<file path="src/mslr_pkg.sv">
`timescale 1ns / 1ps

package mslr_pkg;

    // Operation codes carried on func
    typedef enum logic [2:0] {
        FUNC_OPEN       = 3'd0,
        FUNC_CLOSE      = 3'd1,
        FUNC_SET_RATE   = 3'd2,
        FUNC_SET_TARGET = 3'd3,
        FUNC_JUMP       = 3'd4,
        FUNC_STEP       = 3'd5,
        FUNC_QUERY      = 3'd6
    } func_t;

    // Result status codes
    typedef enum logic [1:0] {
        STATUS_OK     = 2'd0,
        STATUS_UNUSED = 2'd1,
        STATUS_FULL   = 2'd2
    } status_t;

    localparam int VALUE_W = 32;
    localparam int RATE_W  = 31;

    // One channel's stored state
    typedef struct packed {
        logic signed [VALUE_W-1:0] cur;
        logic signed [VALUE_W-1:0] tgt;
        logic [RATE_W-1:0]         rate;
    } slot_row_t;

endpackage

</file>
<file path="src/mslr_ramp.sv">
`timescale 1ns / 1ps

module mslr_ramp
    import mslr_pkg::*;
(
    input  slot_row_t                 row,
    output logic signed [VALUE_W-1:0] next_cur
);

    logic signed [VALUE_W:0] diff;
    logic [VALUE_W:0]        mag;
    logic [VALUE_W:0]        amt;
    logic [VALUE_W:0]        rate_ext;
    logic [VALUE_W:0]        sum;

    // 33-bit difference never overflows
    assign diff     = {row.tgt[VALUE_W-1], row.tgt} - {row.cur[VALUE_W-1], row.cur};
    assign mag      = diff[VALUE_W] ? (~diff + 1'b1) : diff;
    assign rate_ext = (VALUE_W+1)'(row.rate);
    assign amt      = (mag > rate_ext) ? rate_ext : mag;
    assign sum      = diff[VALUE_W] ? ({row.cur[VALUE_W-1], row.cur} - amt)
                                    : ({row.cur[VALUE_W-1], row.cur} + amt);
    // result lies between cur and tgt, so the low 32 bits are exact
    assign next_cur = sum[VALUE_W-1:0];

endmodule

</file>
<file path="src/multichannel_slew_rate_limiter.sv">
`timescale 1ns / 1ps

// Multichannel slew-rate limiter: a pool of SLOTS ramp channels.
// Request channel: func, slot and operand are taken at a rising edge with
//   start high and busy low. busy is held low, so a request may be issued
//   in every cycle.
// Result channel: value, opened_slot, at_target and status appear for one
//   cycle with done high. The receiver cannot stall; every request yields
//   exactly one result, in request order.
// Result path: a request taken is held in the stage-1 registers (row read),
//   then computed in stage 2 and registered as the result with done high.
// Throughput: one request per cycle, set by the single write port of the
//   channel row memory and a one-stage read with write bypass.
// Pipeline:
//   stage 1 - decode slot, read the addressed channel row (bypassing the
//             row being written by stage 2 in the same cycle);
//   stage 2 - priority-encode the lowest free channel for open, check the
//             used mark, apply the operation, write the row back and
//             register the result.
// Reset: all channels marked unused, pipeline emptied. Channel rows need
//   no clearing: a row's contents are only used after an open has rewritten it.
module multichannel_slew_rate_limiter
    import mslr_pkg::*;
#(
    parameter int SLOTS = 8
)
(
    input  logic                      clk,
    input  logic                      rst_n,
    input  logic                      start,
    output logic                      busy,
    input  logic [2:0]                func,
    input  logic [2:0]                slot,
    input  logic signed [VALUE_W-1:0] operand,
    output logic                      done,
    output logic signed [VALUE_W-1:0] value,
    output logic [2:0]                opened_slot,
    output logic                      at_target,
    output logic [1:0]                status
);

    localparam int IW = (SLOTS > 1) ? $clog2(SLOTS) : 1;
    localparam int AW = (IW > 3) ? IW : 3;

    // ---------------------------------------------------------------
    // State
    // ---------------------------------------------------------------
    slot_row_t  row_mem [SLOTS];
    logic [SLOTS-1:0] in_use_reg, in_use_next;

    // stage 1
    logic                      s1_valid_reg;
    func_t                     s1_func_reg;
    logic                      s1_slot_ok_reg;
    logic [IW-1:0]             s1_idx_reg;
    logic signed [VALUE_W-1:0] s1_operand_reg;
    slot_row_t                 s1_row_reg;

    // result
    logic                      done_reg;
    logic signed [VALUE_W-1:0] value_reg,  value_next;
    logic [2:0]                opened_reg, opened_next;
    logic                      at_tgt_reg, at_tgt_next;
    status_t                   status_reg, status_next;

    // ---------------------------------------------------------------
    // Stage 1: decode and row read
    // ---------------------------------------------------------------
    logic          accept;
    logic [AW-1:0] slot_ext;
    logic          slot_ok;
    logic [IW-1:0] rd_idx;

    logic          wr_en;
    logic [IW-1:0] wr_idx;
    slot_row_t     wr_row;

    assign busy     = 1'b0;
    assign accept   = start && !busy;
    assign slot_ext = AW'(slot);
    assign slot_ok  = {29'd0, slot} < 32'(SLOTS);
    assign rd_idx   = slot_ok ? slot_ext[IW-1:0] : '0;

    always_ff @(posedge clk or negedge rst_n)
    begin
        if (!rst_n)
        begin
            s1_valid_reg <= 1'b0;
        end
        else
        begin
            s1_valid_reg <= accept;
        end
    end

    always_ff @(posedge clk)
    begin
        if (accept)
        begin
            s1_func_reg    <= func_t'(func);
            s1_slot_ok_reg <= slot_ok;
            s1_idx_reg     <= rd_idx;
            s1_operand_reg <= operand;
            // row written by stage 2 at this edge is newer than the memory
            if (wr_en && (wr_idx == rd_idx))
            begin
                s1_row_reg <= wr_row;
            end
            else
            begin
                s1_row_reg <= row_mem[rd_idx];
            end
        end
    end

    always_ff @(posedge clk)
    begin
        if (wr_en)
        begin
            row_mem[wr_idx] <= wr_row;
        end
    end

    // ---------------------------------------------------------------
    // Stage 2: free-slot search, operation, write back
    // ---------------------------------------------------------------
    logic                      free_found;
    logic [IW-1:0]             free_idx;
    logic [AW-1:0]             free_ext;
    logic                      used;
    logic signed [VALUE_W-1:0] ramp_cur;

    // lowest unused channel
    always_comb
    begin
        free_found = 1'b0;
        free_idx   = '0;
        for (int i = SLOTS - 1; i >= 0; i--)
        begin
            if (!in_use_reg[i])
            begin
                free_found = 1'b1;
                free_idx   = IW'(i);
            end
        end
    end

    assign free_ext = AW'(free_idx);
    assign used     = s1_slot_ok_reg && in_use_reg[s1_idx_reg];

    mslr_ramp u_ramp (
        .row      (s1_row_reg),
        .next_cur (ramp_cur)
    );

    always_comb
    begin
        in_use_next = in_use_reg;
        wr_en       = 1'b0;
        wr_idx      = s1_idx_reg;
        wr_row      = s1_row_reg;
        value_next  = '0;
        opened_next = 3'd0;
        at_tgt_next = 1'b1;
        status_next = STATUS_OK;

        if (s1_valid_reg)
        begin
            if (s1_func_reg == FUNC_OPEN)
            begin
                if (free_found)
                begin
                    in_use_next[free_idx] = 1'b1;
                    wr_en       = 1'b1;
                    wr_idx      = free_idx;
                    wr_row.cur  = '0;
                    wr_row.tgt  = '0;
                    wr_row.rate = RATE_W'(1);
                    opened_next = free_ext[2:0];
                end
                else
                begin
                    status_next = STATUS_FULL;
                end
            end
            else if (!used)
            begin
                status_next = STATUS_UNUSED;
            end
            else
            begin
                case (s1_func_reg)
                    FUNC_CLOSE:
                    begin
                        in_use_next[s1_idx_reg] = 1'b0;
                    end
                    FUNC_SET_RATE:
                    begin
                        wr_en = 1'b1;
                        // rates below one clamp to one
                        if (s1_operand_reg[VALUE_W-1] || (s1_operand_reg == '0))
                        begin
                            wr_row.rate = RATE_W'(1);
                        end
                        else
                        begin
                            wr_row.rate = s1_operand_reg[RATE_W-1:0];
                        end
                    end
                    FUNC_SET_TARGET:
                    begin
                        wr_en      = 1'b1;
                        wr_row.tgt = s1_operand_reg;
                    end
                    FUNC_JUMP:
                    begin
                        wr_en      = 1'b1;
                        wr_row.cur = s1_operand_reg;
                        wr_row.tgt = s1_operand_reg;
                    end
                    FUNC_STEP:
                    begin
                        wr_en      = 1'b1;
                        wr_row.cur = ramp_cur;
                    end
                    default:
                    begin
                        // query, and the unassigned code, leave state alone
                    end
                endcase

                if (s1_func_reg != FUNC_CLOSE)
                begin
                    value_next  = wr_row.cur;
                    at_tgt_next = (wr_row.cur == wr_row.tgt);
                end
            end
        end
    end

    always_ff @(posedge clk or negedge rst_n)
    begin
        if (!rst_n)
        begin
            in_use_reg <= '0;
            done_reg   <= 1'b0;
        end
        else
        begin
            in_use_reg <= in_use_next;
            done_reg   <= s1_valid_reg;
        end
    end

    always_ff @(posedge clk)
    begin
        if (s1_valid_reg)
        begin
            value_reg  <= value_next;
            opened_reg <= opened_next;
            at_tgt_reg <= at_tgt_next;
            status_reg <= status_next;
        end
    end

    assign done        = done_reg;
    assign value       = value_reg;
    assign opened_slot = opened_reg;
    assign at_target   = at_tgt_reg;
    assign status      = status_reg;

`ifndef SYNTHESIS
    // every request taken gives a result after the stage-1 and result registers
    a_result_follows: assert property (@(posedge clk) disable iff (!rst_n)
        accept |=> ##1 done)
        else $error("request taken without a result");

    // pool-full only when every channel was in use
    a_full_means_full: assert property (@(posedge clk) disable iff (!rst_n)
        (done && (status == STATUS_FULL)) |-> $past(&in_use_reg))
        else $error("pool reported full with a free channel");

    // error results carry a zero value and report at target
    a_err_result: assert property (@(posedge clk) disable iff (!rst_n)
        (done && (status != STATUS_OK)) |-> (at_target && (value == '0)))
        else $error("error result with non-zero value");

    // at most one channel opens per cycle
    a_one_open: assert property (@(posedge clk) disable iff (!rst_n)
        $countones(in_use_reg) <= $past($countones(in_use_reg)) + 1)
        else $error("more than one channel opened at once");
`endif

endmodule
</file>
<file path="config.mk">
export PLATFORM = sky130hd
export DESIGN_NAME = multichannel_slew_rate_limiter
export DESIGN_NICKNAME = d
export VERILOG_FILES = /design/src/mslr_pkg.sv /design/src/mslr_ramp.sv /design/src/multichannel_slew_rate_limiter.sv
export SDC_FILE = /design/constraint.sdc
export NUM_CORES = 2
export LEC_CHECK = 0
export BUFFER_PORTS_ARGS = -buffer_cell sky130_fd_sc_hd__buf_4
export CORE_AREA = 10 10 317 441
export CTS_CLUSTER_SIZE = 10
export DETAILED_ROUTE_END_ITERATION = 7
export DIE_AREA = 0 0 327 451
export PLACE_DENSITY = 0.58
export SLEW_MARGIN = 20
export SYNTH_ARGS = -nofsm -noshare
export SYNTH_HDL_FRONTEND = slang
export SYNTH_SLANG_ARGS = --single-unit
export TNS_END_PERCENT = 5
</file>
<file path="constraint.sdc">
create_clock -name clk -period 12.1 [get_ports clk]
set_input_delay 1.21 -clock clk [delete_from_list [all_inputs] [get_ports clk]]
set_output_delay 1.21 -clock clk [all_outputs]
set_load 0.01 [all_outputs]
</file>
==> impl_metrics.json <==
{
  "status": "completed",
  "worstHoldPathType": "in -> async",
  "dr_total_vias": 29558,
  "cts_setup_buffers": 0,
  "finalWirelength_um": 148000,
  "dp_hpwl_um": 102000,
  "yosysTopAreaCell": "edfxtp_1",
  "fp.dieH_um": 451,
  "cts_root_buf": "clkbuf_16",
  "gp_congestion": 0.985,
  "io_buffers": 79,
  "ys_seq_elements": 941,
  "syn_area_per_cell_um2": 13.9,
  "fin_tns_setup_ps": 0,
  "core_area_um2": 132000,
  "synth_edf_count": 931,
  "max_freq_mhz": 88.2,
  "multi_input_area_um2": 16600,
  "detail_route.wl_per_cell_um": 28.5,
  "ios": 81,
  "syn2layout_area_growth_pct": 12.8,
  "finalSetupViolations": 0,
  "cts.sinks": 941,
  "dp_slack_ps": 147,
  "rsz0062_at_grt": "no",
  "synth_area_leaders": "edfxtp_1 (61%), mux4_2 (9.4%), a21oi_1 (3.1%), ha_1 (2.6%), mux2i_1 (2.6%)",
  "synth_top_area_share_pct": 61.2,
  "peakVddDrop_mv": 0.119,
  "cts.path.max_buffers": 3,
  "maxSlewViolCount": 0,
  "drive_above_1_share_pct": 16.0,
  "cts_max_level": 3,
  "antenna_found_initial": 3,
  "endpoint_kind": "register",
  "cts_tree": "done",
  "seqCellArea_um2": 28200,
  "powerDensity_nw_per_um2": 194,
  "largest_register_ffs": 760,
  "synth_cell_type_count": 103,
  "grt_overflow": 0,
  "hold_buffers": 0,
  "worstMarginPinSlew_ps": 1230,
  "drt_iter0_markers": 2757,
  "slowest_stage": "or4_1",
  "layout_setup_ws_ps": 758,
  "grt.total_usage_pct": 19.6,
  "cpMostUsedCell": "a21o_1",
  "die_w_um": 327,
  "fillers": 12311,
  "skew_ps": 58.0,
  "cts_buffers": 106,
  "grt_max_degree": 98,
  "crit_fanout": 24,
  "synth_common_cells": "edfxtp_1 (931), nor2_1 (294), a21oi_1 (280)",
  "period_minus_slack_ps": 11340,
  "p_leak_nw": 17.5,
  "ys.flop_type": "edfxtp_1",
  "initial_core_util_pct": 34.7,
  "clk_latency_ps": 750,
  "viasPerCell": 5.70,
  "syn_inst": 3296,
  "grt_pass1_wl_um": 213000,
  "synth_fp_nets": 3435,
  "hold_slack_ps": 300,
  "period_share_pct": 93.7,
  "hold_viol": 0,
  "dieArea_um2": 147000,
  "ys_warn_count": 0,
  "synth_area_um2": 45700,
  "total_power_mw": 9.98,
  "cp.arrival_ps": 11900,
  "detail-route-antenna-nets": 0,
  "drc": 0,
  "drt-pass1-iter-count": 5,
  "layout.nets": 3533,
  "maxCapViolCount": 0,
  "yosysMostFrequentCell": "edfxtp_1",
  "clk_pin_slew_ps": 60,
  "async_flop_share_pct": 1.06,
  "required_ps": 12660,
  "grt_pass1_vias": 29843,
  "relSlewSlack_pct": 17.0,
  "ys_seq_area_share_pct": 61.7,
  "critical_path_class": "reg -> reg",
  "rows": 158,
  "max_stage_delay_ps": 530,
  "startpoint_type": "register"
}
==> metrics by stage <==
step	cell area (µm²)	utilization, %	cells
6_report	51600	39.1	5186
5_1_grt	51600	39.1	5185
4_1_cts	51500	39.1	5183
3_5_place_dp	48600	36.9	5045
3_3_place_gp	48600	36.9	5045
2_1_floorplan	45700	-	3296
==> where the power goes <==
part,internal [mW],total (mW),switching (mW)
registers,3.81,3.92,0.113
clock network,1.58,2.83,1.25
logic,1.07,3.23,2.16
==> cells in the final DEF, fill, tap and decap left out, drive strengths merged, types with 13 or more instances in the layout <==
cell type | synthesis | final
a211oi | 13 | 13
a21o | 39 | 39
a21oi | 283 | 283
a22o | 40 | 40
a31oi | 32 | 32
and2 | 25 | 25
and3 | 23 | 23
buf | 41 | 161
clkbuf | 132 | 125
edfxtp | 931 | 931
ha | 96 | 96
inv | 103 | 108
mux2i | 119 | 119
mux4 | 190 | 190
nand2 | 172 | 172
nand2b | 15 | 15
nand3 | 59 | 59
nand4 | 35 | 35
nor2 | 295 | 296
nor2b | 15 | 15
nor3 | 47 | 47
nor3b | 15 | 15
nor4 | 18 | 18
o211ai | 14 | 14
o21a | 13 | 13
o21ai | 157 | 157
o221ai | 18 | 18
o22ai | 28 | 28
o31ai | 14 | 14
or2 | 15 | 15
or3 | 15 | 15
xnor2 | 80 | 80
xor2 | 48 | 48
==> cell families after synthesis <==
kind of cell | Yosys count | synth area share, %
DFF | 941 | 61.7
and+or+nand+nor | 774 | 8.04
AOI/OAI and AO/OA | 760 | 10.5
muxes | 316 | 12.1
buffers and inverters | 278 | 2.36
xor gates and xnor gates | 128 | 2.47
adders and majority gates | 98 | 2.72
other | 1 | 0.00820
==> worst paths after layout <==
check / start / end / depth (start not counted) / slack, ps
max in group asynchronous: rst_n / s1_valid_reg / 1 / 11590
min in group clk: in_use_reg[6] / in_use_reg[6] / 2 / 570
hold / removal: rst_n / in_use_reg[2] / 1 / 300
hold reg to reg: in_use_reg[6] / in_use_reg[6] / 2 / 570
setup reg to reg: s1_row_reg[63] / at_target / 46 / 760
setup / recovery: s1_row_reg[63] / at_target / 46 / 760
==> final cells by class <==
| class | count | area share (%) |
|---|---|---|
| Inverter | 105 | 0.764 |
| Multi-Input combinational cell | 2078 | 32.1 |
| Antenna cell | 2 | 0.00971 |
| Sequential cell | 941 | 54.7 |
| Clock buffer | 124 | 5.28 |
| Clock inverter | 14 | 0.369 |
| Tap cell | 1760 | 4.27 |
| Timing Repair Buffer | 162 | 2.45 |
==> timing repair <==
action / 4_1_cts / 5_1_grt
endpoints found under the hold margin: 0 / 0
resized for setup: 0 / 15
setup endpoints to repair: 0 / 10
==> worst max-delay path: cells and delay by family (launching register included) <==
kind | cells | cell delay, ps
buffers and inverters | 3 | 630
AO/OA/AOI/OAI | 23 | 5150
AND/OR/NAND/NOR | 14 | 3120
XOR/XNOR | 2 | 440
flip-flops | 1 | 510
adder cells (fa/ha/maj) | 4 | 1290
==> routing by layer <==
| layer | global-route usage, % | part of all wire [%] | vias to the layer above |
|---|---|---|---|
| li1 | - | - | 13050 |
| met1 | 23.4 | 39 | 15151 |
| met2 | 33.6 | 50 | 1045 |
| met3 | 2.75 | 4.9 | 308 |
| met4 | 11.3 | 6.2 | 4 |
| met5 | 0 | 0.020 | - |
Power figures use the tool's default switching activity.
